**src/hw/rtl/cossim_pkg.sv**
```systemverilog
// Package for the streaming Q1.15 cosine similarity block.
// Holds accumulator widths, saturation limits and the front-to-back record type.
package cossim_pkg;

  localparam int AccW = 48;
  localparam int SumW = 47;
  localparam logic signed [AccW-1:0] AccMax = {1'b0, {(AccW-1){1'b1}}};
  localparam logic signed [AccW-1:0] AccMin = {1'b1, {(AccW-1){1'b0}}};
  localparam logic [SumW-1:0] NormMax = {SumW{1'b1}};
  localparam int QueueDepth = 2;

  // Widths of the root search: na*nb, dot^2 and dot^2 * 2^30.
  localparam int ProdW = 2 * SumW;
  localparam int SqW = 2 * AccW;
  localparam int RhsShift = 30;
  localparam int LhsW = SqW + RhsShift;
  localparam int RootW = 16;

  // Finished sums handed from the accumulator to the divider.
  typedef struct packed {
    logic signed [AccW-1:0] dot;
    logic [SumW-1:0]        norm_a;
    logic [SumW-1:0]        norm_b;
  } sums_t;

  typedef enum logic [2:0] {
    ST_IDLE,
    ST_PROD,
    ST_SUM,
    ST_TEST,
    ST_DONE
  } div_state_t;

endpackage

```
**src/hw/rtl/cossim_front.sv**
```systemverilog
// Front part: one multiply-accumulate per item with saturating sums.
// Pushes finished sums into the queue on the last item. Uses cossim_pkg.
module cossim_front (
  input  logic                   clk,
  input  logic                   rst,
  input  logic                   in_valid,
  output logic                   in_stall,
  input  logic signed [15:0]     a_value,
  input  logic signed [15:0]     b_value,
  input  logic                   last_element,
  output logic                   push,
  output cossim_pkg::sums_t      push_data,
  input  logic                   queue_full
);
  import cossim_pkg::*;

  logic signed [AccW-1:0] dot;
  logic [SumW-1:0] norm_a;
  logic [SumW-1:0] norm_b;
  logic signed [AccW-1:0] dot_next;
  logic [SumW-1:0] norm_a_next;
  logic [SumW-1:0] norm_b_next;
  logic signed [31:0] pab;
  logic [31:0] paa;
  logic [31:0] pbb;
  logic signed [AccW:0] dsum;
  logic [SumW:0] asum;
  logic [SumW:0] bsum;
  logic acc;

  assign in_stall = last_element & queue_full;
  assign acc = in_valid & ~in_stall;

  always_comb begin
    pab = 32'(a_value) * 32'(b_value);
    paa = 32'(a_value) * 32'(a_value);
    pbb = 32'(b_value) * 32'(b_value);
    dsum = {dot[AccW-1], dot} + (AccW+1)'(pab);
    asum = {1'b0, norm_a} + (SumW+1)'(paa);
    bsum = {1'b0, norm_b} + (SumW+1)'(pbb);
    if (dsum > (AccW+1)'(AccMax)) dot_next = AccMax;
    else if (dsum < (AccW+1)'(AccMin)) dot_next = AccMin;
    else dot_next = dsum[AccW-1:0];
    norm_a_next = asum[SumW] ? NormMax : asum[SumW-1:0];
    norm_b_next = bsum[SumW] ? NormMax : bsum[SumW-1:0];
  end

  assign push = acc & last_element;
  assign push_data = '{dot: dot_next, norm_a: norm_a_next, norm_b: norm_b_next};

  always_ff @(posedge clk) begin
    if (rst) begin
      dot <= '0;
      norm_a <= '0;
      norm_b <= '0;
    end else if (acc) begin
      if (last_element) begin
        dot <= '0;
        norm_a <= '0;
        norm_b <= '0;
      end else begin
        dot <= dot_next;
        norm_a <= norm_a_next;
        norm_b <= norm_b_next;
      end
    end
  end
endmodule

```
**config.mk**
```make
export PLATFORM = sky130hd
export DESIGN_NAME = cossim_front
export DESIGN_NICKNAME = d
export VERILOG_FILES = /design/src/hw/rtl/cossim_pkg.sv /design/src/hw/rtl/cossim_front.sv
export SDC_FILE = /design/constraint.sdc
export NUM_CORES = 2
export LEC_CHECK = 0
export BUFFER_PORTS_ARGS = -buffer_cell sky130_fd_sc_hd__buf_4
export CORE_MARGIN = 2
export CORE_UTILIZATION = 50
export CTS_BUF_LIST = sky130_fd_sc_hd__clkbuf_8
export CTS_CLUSTER_SIZE = 14
export DETAILED_ROUTE_END_ITERATION = 16
export GPL_TIMING_DRIVEN = 1
export PLACE_DENSITY = 0.7
export SLEW_MARGIN = 15
export SYNTH_ARGS = -nofsm -noshare
export SYNTH_HDL_FRONTEND = slang
export SYNTH_SLANG_ARGS = --single-unit
export TNS_END_PERCENT = 30
```
**constraint.sdc**
```tcl
create_clock -name clk -period 12.15 [get_ports clk]
set_clock_uncertainty 0.05 [all_clocks]
set_input_delay 2.43 -clock clk [delete_from_list [all_inputs] [get_ports clk]]
set_output_delay 2.43 -clock clk [all_outputs]
set_load 0.05 [all_outputs]
```
==> flow_summary.ini <==
[min_path]
hp-class = register to register

[cts]
cts_hold_buf = 0
htreeDepth = 4
cts_root_buffer = clkbuf_8
path_clk_slew_ps = 100
cts_tree = done
numClockSinks = 142
numCtsBuffers = 17
clock_latency_ps = 610
clockBufferDepth = 2

[worst_setup_path]
reg2reg_slack_ps = 5610
reg2reg_depth = 23
start_kind = primary input
crit_path_end = push_data[89]
cp_common_cell = fa_1
worstPathRequired_ps = 9670
r2r_end = dot[2]$_SDFFE_PP0P_
crit_slowest_cell = fa_1
crit_path_end_kind = primary output
r2r_start = dot[15]$_SDFFE_PP0P_
startpoint = a_value[6]
critPathArrivalTime_ps = 10190
cp_max_fo = 8
critPathMaxStageDelay_ps = 540
crit_type = primary input to primary output

[synth]
synth_area_sq_um = 41500
yosysWarnings = 0
synthFlopType = dfxtp_1
ys_async_sr_fraction = 0
syn_inst = 4793
synth-edff-count = 0
ys_ff_latch = 142
yosysSeqAreaShare = 0.0685
mappedNetlistNets = 6047
avgSynthCellArea_sq_um = 8.66
synth_cell_types = 82

[cells_and_area]
multi_input_area_sq_um = 35100
final_net_count = 6847
drive_gt1_frac = 0.237
fillers = 6785
syn2layout_area_growth_pct = 26.2
seq_area_sq_um = 2840

[drt]
wl_per_cell_um = 17.1
vias = 34600
drt-total-wl_um = 114000
antenna_left = 0
drt_iter0_markers = 1679
drt-pass1-iter-count = 5
via_per_inst = 5.18
drc_errors = 0

[floorplanning]
initial_utilization = 0.505
die_height_um = 292
die_w_um = 292
core_area_sq_um = 82100
rows = 105
ios = 181
die-area_sq_um = 85300

[grt]
grt_max_degree = 58
busiest_layer = met2
use_met3 = 0.0266
antenna_found_initial = 4
overflow = 0
grt_pass1_wl_um = 188000
grt_usage = 0.276
grt_pass1_vias = 37400
grtUsageMet1 = 0.352
met2_usage = 0.485

[placed_design]
gp_congestion = 0.930
dp_hpwl_um = 96400
port_buffers = 180

[timing]
hold-worst-slack_ps = 415
fin_crit_ps = 12670
finalWorstSetupSlack_ps = -523
fin_crit_sh = 1.04
setup_viol = 66
worstMarginPinSlew_ps = 900
rsz0062_at_grt = true
relSlewSlack = 0.399
max_freq_mhz = 78.9
drv_slew = 0
finalHoldViolCount = 0

[job]
cap_violations = 0

[outcome]
violations = negative setup slack
status = finished, violations left
-- kinds of logic (layout without fill, tap and decap cells) --
kind of cell,count (synthesis),in the layout,synth area share
buffers and inverters,1343,2156,0.122
AND/OR/NAND/NOR,1180,1180,0.130
AO/OA/AOI/OAI,686,686,0.111
multiplexers,8,8,0.00217
flip-flops,142,142,0.0685
XOR/XNOR,197,197,0.0418
other,0,3,0
adder cells (fa/ha/maj),1237,1237,0.524
-- worst max-delay path: cells and delay by family --
family,cells,cell delay [ps]
compound gates,7,1690
fa+ha+maj,8,3560
xor+xnor,1,80
simple gates,6,1290
buf+inv,10,1110
-- worst min-delay path by stage --
stage	from	to	slack, ps	cells after the start
detailed placement	dot[7]$_SDFFE_PP0P_	dot[7]$_SDFFE_PP0P_	400	2
finish	dot[7]$_SDFFE_PP0P_	dot[7]$_SDFFE_PP0P_	420	2
floorplan	dot[10]$_SDFFE_PP0P_	dot[10]$_SDFFE_PP0P_	380	2
global route	dot[24]$_SDFFE_PP0P_	dot[24]$_SDFFE_PP0P_	450	2
global placement	dot[7]$_SDFFE_PP0P_	dot[7]$_SDFFE_PP0P_	400	2
CTS	dot[7]$_SDFFE_PP0P_	dot[7]$_SDFFE_PP0P_	420	2
-- timing repair --
item | in CTS | in global routing
cloned | 4 | 1
pin swaps | 113 | 59
buffers inserted | 34 | 18
setup endpoints to repair | 98 | 142
resized for setup | 286 | 105
-- area by class of cell --
class | instances | area share
Inverter | 1145 | 0.0822
Antenna cell | 3 | 0.000143
Timing Repair Buffer | 979 | 0.159
Clock buffer | 17 | 0.00447
Multi-Input combinational cell | 3308 | 0.670
Tap cell | 1070 | 0.0256
Clock inverter | 15 | 0.00411
Sequential cell | 142 | 0.0543
-- metal layers --
metal | routed length [um] | part of all wire | vias up
met5 | 0 | 0 | -
met3 | 4620 | 0.041 | 211
met2 | 57600 | 0.51 | 772
met1 | 47200 | 0.41 | 17300
li1 | - | - | 16300
met4 | 4490 | 0.039 | 0
-- synthesized netlist by cell type, drive strengths merged (23+ instances only) --
cell type	count	area (sq um)
a21o	80	601
ha	377	4720
o21bai	33	248
and2	172	1080
a21oi	183	916
xor2	56	498
xnor2	141	1230
buf	26	129
o21ai	144	732
a22o	52	455
nand3	55	275
nor2	281	1060
fa	840	16800
nor3	42	210
a22oi	23	173
clkbuf	172	647
nand4	25	156
dfxtp	142	2840
and3	27	169
inv	1138	4270
nand2	480	1800
nand2b	24	150
-- sequential cells by signal, summed over array words and instances, names as in the netlist --
register / count
norm_b: 47
dot: 48
norm_a: 47
-- through the flow --
stage                     area [sq um]   util  std cells  setup WS [ps]  setup TNS [ps]
after detailed placement         49800  0.607       6587           -777          -58460
after CTS                        51800  0.631       6657           -479          -19440
after global routing             52400  0.638       6679           -809          -50990
after floorplan                  42500      -       4793           -178          -12780
after global placement           49800  0.607       6587           -716          -51020
final                            52400  0.638       6679           -523          -22700
-- placed cells by master, fill, tap and decap left out, types with 80 or more instances in the layout --
master	instances
inv_1	1121
o21ai_0	84
ha_1	365
buf_4	826
xnor2_1	131
a21o_1	80
fa_1	819
nor2_1	239
nand2_1	426
and2_1	157
dfxtp_1	142
a21oi_1	158
buf_6	90
Power is not shown: default switching activity piles up to over one toggle a cycle in this logic, so the estimate is an artifact.
