## config.mk

```make
export PLATFORM = sky130hd
export DESIGN_NAME = cossim_queue
export DESIGN_NICKNAME = d
export VERILOG_FILES = /design/src/hw/rtl/cossim_pkg.sv /design/src/hw/rtl/cossim_queue.sv
export SDC_FILE = /design/constraint.sdc
export NUM_CORES = 1
export LEC_CHECK = 0
export ABC_AREA = 0
export BUFFER_PORTS_ARGS = -buffer_cell sky130_fd_sc_hd__buf_2
export CAP_MARGIN = 0
export CORE_MARGIN = 3
export CORE_UTILIZATION = 45
export CTS_CLUSTER_DIAMETER = 120
export DETAILED_ROUTE_END_ITERATION = 12
export PLACE_DENSITY = 0.76
export SYNTH_ARGS = -nofsm -noshare
export SYNTH_HDL_FRONTEND = slang
export SYNTH_SLANG_ARGS = --single-unit
export TNS_END_PERCENT = 30
```

## constraint.sdc

```tcl
create_clock -name clk -period 7.1 [get_ports clk]
set_input_delay 0.355 -clock clk [delete_from_list [all_inputs] [get_ports clk]]
set_output_delay 0.355 -clock clk [all_outputs]
set_load 0.005 [all_outputs]
```

## src/hw/rtl/cossim_pkg.sv

```systemverilog
// Package for the streaming Q1.15 cosine similarity block.
// Holds accumulator widths, saturation limits and the front-to-back record type.
package cossim_pkg;

  localparam int AccW = 48;
  localparam int SumW = 47;
  localparam logic signed [AccW-1:0] AccMax = {1'b0, {(AccW-1){1'b1}}};
  localparam logic signed [AccW-1:0] AccMin = {1'b1, {(AccW-1){1'b0}}};
  localparam logic [SumW-1:0] NormMax = {SumW{1'b1}};
  localparam int QueueDepth = 2;

  // Widths of the root search: na*nb, dot^2 and dot^2 * 2^30.
  localparam int ProdW = 2 * SumW;
  localparam int SqW = 2 * AccW;
  localparam int RhsShift = 30;
  localparam int LhsW = SqW + RhsShift;
  localparam int RootW = 16;

  // Finished sums handed from the accumulator to the divider.
  typedef struct packed {
    logic signed [AccW-1:0] dot;
    logic [SumW-1:0]        norm_a;
    logic [SumW-1:0]        norm_b;
  } sums_t;

  typedef enum logic [2:0] {
    ST_IDLE,
    ST_PROD,
    ST_SUM,
    ST_TEST,
    ST_DONE
  } div_state_t;

endpackage

```

## src/hw/rtl/cossim_queue.sv

```systemverilog
// Short FIFO of finished sums between front and back parts.
// Depth from cossim_pkg::QueueDepth.
module cossim_queue (
  input  logic              clk,
  input  logic              rst,
  input  logic              push,
  input  cossim_pkg::sums_t push_data,
  output logic              full,
  input  logic              pop,
  output logic              not_empty,
  output cossim_pkg::sums_t pop_data
);
  import cossim_pkg::*;
  localparam int PtrW = $clog2(QueueDepth);

  sums_t mem [QueueDepth];
  logic [PtrW-1:0] wr_ptr;
  logic [PtrW-1:0] rd_ptr;
  logic [PtrW:0] count;

  assign full = (count == (PtrW+1)'(QueueDepth));
  assign not_empty = (count != '0);
  assign pop_data = mem[rd_ptr];

  always_ff @(posedge clk) begin
    if (push) mem[wr_ptr] <= push_data;
  end

  always_ff @(posedge clk) begin
    if (rst) begin
      wr_ptr <= '0;
      rd_ptr <= '0;
      count <= '0;
    end else begin
      if (push) wr_ptr <= (wr_ptr == PtrW'(QueueDepth-1)) ? '0 : wr_ptr + 1'b1;
      if (pop) rd_ptr <= (rd_ptr == PtrW'(QueueDepth-1)) ? '0 : rd_ptr + 1'b1;
      count <= count + (PtrW+1)'(push) - (PtrW+1)'(pop);
    end
  end
endmodule

```

==> results of run 1 <==
[cell type report]
cell class / instances / share of cell area [%]
Antenna cell: 2 / 0.0348
Timing Repair Buffer: 382 / 16.4
Clock buffer: 32 / 5.13
Tap cell: 319 / 2.78
Sequential cell: 289 / 60.1
Clock inverter: 21 / 1.46
Inverter: 2 / 0.0522
Multi-Input combinational cell: 156 / 14.1
[logic make-up (layout without fill, tap and decap cells)]
family        after synthesis  after routing  synth area share, %
other cells                 0              2                    0
flops                     289            289                 80.0
simple gates                9              9                0.429
mux                       142            142                 17.6
fa+ha+maj                   2              2                0.232
xor+xnor                    3              3                0.371
buf+inv                    18            437                 1.39
[registers in the layout, indices dropped and copies added (netlist names), named ones only]
register and flops:
count 2, rd_ptr 1, mem 284, wr_ptr 1
[cell usage after synthesis, drive strengths merged]
| cell type | instances | area, µm² |
|---|---|---|
| and2 | 1 | 6.26 |
| dfxtp | 5 | 100 |
| or2 | 1 | 6.26 |
| edfxtp | 284 | 8530 |
| buf | 16 | 143 |
| inv | 2 | 7.51 |
| mux2 | 142 | 1900 |
| nor2b | 3 | 18.8 |
| xnor3 | 1 | 22.5 |
| nor2 | 4 | 15.0 |
| ha | 2 | 25.0 |
| xnor2 | 2 | 17.5 |
[per-stage QoR]
step                power (W)  worst slack, ns  cells  util (%)  cell area [µm²]
floorplan             0.00230             2.61    463         -            10800
global placement      0.00246             4.48   1061      53.3            12600
detailed placement    0.00247             4.44   1061      53.3            12600
CTS                   0.00402             3.84   1200      61.0            14400
global route          0.00413             3.74   1203      61.1            14400
finish                0.00398             3.91   1203      61.1            14400
[critical path, stage by stage (launching register included)]
cell and delay, ns:
dfxtp_4 0.85, buf_4 0.84, mux2_2 0.43, buf_2 0.13
[worst paths after layout]
path                             from                    to  slack (ns)  depth (start not counted)
hold / removal          push_data[18]  mem[1][18]$_DFFE_PP_        0.02                          1
setup / recovery                 flop          pop_data[15]        3.91                          3
hold reg to reg   rd_ptr$_SDFFE_PP0P_   rd_ptr$_SDFFE_PP0P_        0.52                          2
setup reg to reg  wr_ptr$_SDFFE_PP0P_  mem[1][47]$_DFFE_PP_        5.02                          2
[timing repair]
action	CTS	global route
hold buffers	86	1
gates resized for setup	0	0
hold endpoints to repair	170	1
[layer usage]
metal | vias to the layer above | track usage (%) | part of all wire, %
li1 | 2641 | - | -
met1 | 2822 | 20.7 | 40
met2 | 232 | 27.6 | 49
met3 | 53 | 4.05 | 7.2
met4 | 0 | 5.83 | 3.3
met5 | - | 0 | 0
[power groups by stage]
stage | combinational, W | sequential (W) | clock [W]
after floorplan | 0.000242 | 0.00206 | 0
after global placement | 0.000396 | 0.00207 | 0
after detailed placement | 0.000404 | 0.00207 | 0
after CTS | 0.000447 | 0.00204 | 0.00154
after global routing | 0.000477 | 0.00204 | 0.00161
final | 0.000442 | 0.00203 | 0.00150
==> qor.txt, run 1 <==
Status = finished clean
CP Max Fanout = 58
Synth warn = 0
Drt drc = 0
Placer Congestion = 0.766
Vias in the first global route = 6,135
Final hold vios = 0
Share of power burned in registers = 51.2%
Slew @ Worst Pin = 1.07 ns
Comb power frac = 11.1%
Setup TNS = 0 ns
Fillers = 1,724
Sequential area share after synthesis = 80.0%
Layout Nets = 1,008
Commonest non-fill, non-tap cell in the layout = buf_2
Leakage power = 5.61 nW
Dpl hpwl = 13,100 µm
GRT overflow = 0
TritonCTS clock tree = yes
H-tree depth = 1
Largest net degree at the start of global routing = 80
Initial Utilization = 45.8%
Worst Path Arrival = 2.84 ns
Die Span X = 161 µm
Max VDD drop = 0.237 mV
Clock transition at the registers of the reported paths = 0.06 ns
Port Buffers = 289
Final ANT Viol Nets = 0
Die height = 161 µm
Startpoint Class = flop
Slew margin rel. = 28.6%
WS Path Type = flop to output port
Post-Synthesis Net Count = 611
Internal = 0.00314 W
FF/Latch Area = 0.00863 mm²
Worst Setup End Kind = output port
Die area = 0.0259 mm²
DR iter-0 viols = 377
Core ar. = 0.0235 mm²
Fin crit period = 3.19 ns
Switch share = 21.1%
Pins Over Slew Limit = 0
Post-Synthesis Cell Area = 0.0108 mm²
Initial antenna violation count = 2
Clock Tree Buf Depth = 3
I/O pins = 290
Power density over the cells = 277 mW/mm²
Period utilization = 44.9%
RSZ-0062 raised after global routing = no
Num CTS Buffers = 29
Share of cells above drive strength 1 = 55.2%
First-pass GRT wire length = 33,400 µm
Type of the worst min-delay path = input port to flop
Routed vias = 5,748
Drt pass-1 iters = 4
Max frequency = 313 MHz
Library cells used by synthesis = 14
Cells after Synth = 463
Average size of a mapped cell = 23.3 µm²
Final setup vio count = 0
Total track usage = 16.3%
Final hold slack = 0.0210 ns
DR vias/cell = 4.78
Multi-input logic area = 0.00202 mm²
Worst clock skew = 0.00860 ns
NetSw = 0.000839 W
Synth-to-Final Area Change = 33.2%
Wire length per cell = 17.9 µm
Crit path required time = 6.74 ns
Insertion delay to the later sink of the worst-skew pair = 0.53 ns
Clk pwr share = 37.7%
Num rows = 56
WL final = 21,600 µm
Root Driver = clkbuf_16
Sinks on Clock Net = 289
Setup bufs post-CTS = 0
Max-cap violations = 0
Most frequent cells in the layout = 289 x buf_2, 284 x edfxtp_1, 87 x dlygate4sd3_1
Yosys reg bits = 289
(Power assumes the default switching activity.)
==> inputs of run 2 (changes only) <==
--- a/config.mk
+++ b/config.mk
@@ -12,7 +12,7 @@
 export CORE_UTILIZATION = 45
 export CTS_CLUSTER_DIAMETER = 120
 export DETAILED_ROUTE_END_ITERATION = 12
-export PLACE_DENSITY = 0.76
+export PLACE_DENSITY = 0.73
 export SYNTH_ARGS = -nofsm -noshare
 export SYNTH_HDL_FRONTEND = slang
 export SYNTH_SLANG_ARGS = --single-unit
==> constraint.sdc (replaced) <==
create_clock -name clk -period 3.2 [get_ports clk]
set_input_delay 0.16 -clock clk [delete_from_list [all_inputs] [get_ports clk]]
set_output_delay 0.16 -clock clk [all_outputs]
set_load 0.005 [all_outputs]
==> run 2 against run 1 <==
Clock-buffer cell count increased by 4; utilization increased by 2.5 points; critical endpoint is now pop_data[37]; global-route usage increased by 1.1 points; total power increased by 120%; routed wire length increased by 6.9%; via count increased by 4.9%; non-clock buffer count increased by 63; largest power group unchanged.
==> qor.txt, run 2 (synthesis gave the netlist of run 1 again) <==
Die Span X = 161 µm (unchanged)
Commonest non-fill, non-tap cell in the layout = buf_2
Reg2Reg Capture Point = mem[0][106]$_DFFE_PP_
Slew @ Worst Pin = 0.831 ns (-0.241 ns)
Initial Utilization = 45.8% (unchanged)
H-tree depth = 1 (unchanged)
CP Buf/Inv Count = 2 (unchanged)
Final hold slack = 0.338 ns (+0.317 ns)
Final hold vios = 0 (unchanged)
DR iter-0 viols = 305 (-19%)
Post-place setup slack = 1.31 ns (-3.12 ns)
Leakage power = 5.84 nW (+4.1%)
Sinks on Clock Net = 289 (unchanged)
Period utilization = 76.3%
Setup TNS = 0 ns (unchanged)
Routed vias = 6,029 (+4.9%)
Cts hold-fix bufs = 146 (+70%)
Core ar. = 0.0235 mm² (unchanged)
Initial antenna violation count = 1 (-1)
Slew margin rel. = 44.6% (+16 points)
Layout Nets = 1,071 (+6.3%)
Biggest regs = mem (284), count (2)
Total track usage = 17.4% (+1.1 points)
Final Worst Setup Slack = 0.759 ns (-3.15 ns)
DR vias/cell = 4.76 (-0.33%)
Vias in the first global route = 6,646 (+8.3%)
CP max-delay cell = dfxtp_4
Root Driver = clkbuf_16
Worst Setup End Kind = output port
Clock Tree Buf Depth = 3 (unchanged)
Dpl hpwl = 13,300 µm (+1.5%)
Fillers = 1,616 (-6.3%)
Startpoint Class = flop
Startpoint of the worst register-to-register path = wr_ptr$_SDFFE_PP0P_
Total power = 0.00859 W (+120%)
TritonCTS clock tree = yes
Insertion delay to the later sink of the worst-skew pair = 0.55 ns (+0.02 ns)
Drt drc = 0 (unchanged)
Final ANT Viol Nets = 0 (unchanged)
Fin crit period = 2.44 ns
R2R depth = 2 (unchanged)
Setup bufs post-CTS = 0 (unchanged)
Drt pass-1 iters = 4 (unchanged)
Max reg flops = 284 (unchanged)
RSZ-0062 raised after global routing = no
Worst Path Arrival = 2.28 ns (-0.56 ns)
Largest net degree at the start of global routing = 143 (+79%)
Wire length per cell = 18.2 µm (+1.6%)
Crit-path cells = buf_4 -> mux2_2 -> buf_2
Most frequent cells in the layout = 289 x buf_2, 284 x edfxtp_1, 146 x dlygate4sd3_1
I/O pins = 290 (unchanged)
Num CTS Buffers = 29 (unchanged)
Max-cap violations = 0 (unchanged)
Most flops, register = mem
Worst clock skew = 0.0162 ns (+0.00756 ns)
Die height = 161 µm (unchanged)
Final Cell Area = 0.0150 mm² (+4.0%)
CP peak stage delay = 0.83 ns (-0.02 ns)
Num rows = 56 (unchanged)
GRT overflow = 0 (unchanged)
FF-to-FF setup slack = 1.46 ns (-3.56 ns)
Final setup vio count = 0 (unchanged)
Crit path required time = 3.04 ns (-3.70 ns)
WL final = 23,100 µm (+6.9%)
Pins Over Slew Limit = 0 (unchanged)
Die area = 0.0259 mm² (unchanged)
Placer Congestion = 0.713 (-6.9%)
Hold depth = 2 (+1)
Placed Area = 0.0126 mm² (+0.74%)
Status = finished clean
Power density over the cells = 574 mW/mm² (+110%)
Worst hold endpoint = mem[0][29]$_DFFE_PP_
Max VDD drop = 0.553 mV (+130%)
WS Path Type = flop to output port
Share of cells above drive strength 1 = 50.8% (-4.4 points)
Max frequency = 410 MHz
CP Max Fanout = 41 (-29%)
Synth-to-Final Area Change = 38.6%
First-pass GRT wire length = 35,900 µm (+7.6%)
Min-Delay Startpoint = push_data[29]
Clock transition at the registers of the reported paths = 0.06 ns (about the same)
Top delay family on crit path = flip-flops
Type of the worst min-delay path = input port to flop
Resize count post-CTS = 0 (unchanged)
Port Buffers = 289 (unchanged)
-- run 2: cell types whose count changed in the layout (fill, tap and decap cells not counted) --
cell,change
buf_12,+5
buf_4,-1
bufinv_16,-4
clkbuf_1,+4
clkinv_1,+7
clkinv_2,-5
clkinv_4,-1
diode_2,-1
dlygate4sd3_1,+59
inv_16,+1
inv_6,-1
-- run 2: per-stage QoR --
step	util [%]	std cells
6_report	63.5	1266
5_1_grt	63.5	1266
4_1_cts	63.5	1265
3_5_place_dp	53.7	1065
3_3_place_gp	53.7	1065
2_1_floorplan	-	463
-- run 2: worst max path at each step --
stage / start / endpoint / slack [ns] / cells after the start
2_1_floorplan: wr_ptr$_SDFFE_PP0P_ / mem[1][0]$_DFFE_PP_ / -0.97 / 1
3_3_place_gp: flop / pop_data[4] / 1.33 / 3
3_5_place_dp: flop / pop_data[20] / 1.31 / 3
4_1_cts: flop / pop_data[37] / 0.71 / 3
5_1_grt: flop / pop_data[37] / 0.64 / 3
6_report: flop / pop_data[37] / 0.76 / 3
-- run 2: where the power goes --
group / internal, W / switching [W] / leakage (nW)
clock network: 0.00166 / 0.00134 / 0.412
registers: 0.00442 / 0.0000849 / 2.71
logic: 0.000622 / 0.000451 / 2.72
-- run 2: layout make-up --
cell class / instances / area, µm² / area share [%]
Sequential cell: 289 / 8630 / 57.7
Timing Repair Buffer: 445 / 3050 / 20.4
Multi-Input combinational cell: 156 / 2020 / 13.5
Clock buffer: 36 / 752 / 5.03
Tap cell: 319 / 399 / 2.67
Clock inverter: 18 / 93.8 / 0.628
Inverter: 2 / 7.51 / 0.0502
Antenna cell: 1 / 2.50 / 0.0167
-- run 2: metal layers --
| layer | share of wire, % | routed length, µm | up-vias | GRT usage, % |
|---|---|---|---|---|
| met5 | 0 | 0 | - | 0 |
| met4 | 2.8 | 635 | 0 | 5.12 |
| met3 | 8.3 | 1910 | 48 | 4.93 |
| met2 | 51 | 11800 | 268 | 31.1 |
| met1 | 38 | 8680 | 2946 | 20.5 |
| li1 | - | - | 2767 | - |
-- run 2: worst register-to-register path: stages, from the launching register on --
cell     delay, ns
dfxtp_1       0.35
nor2b_4       0.57
buf_12        0.41
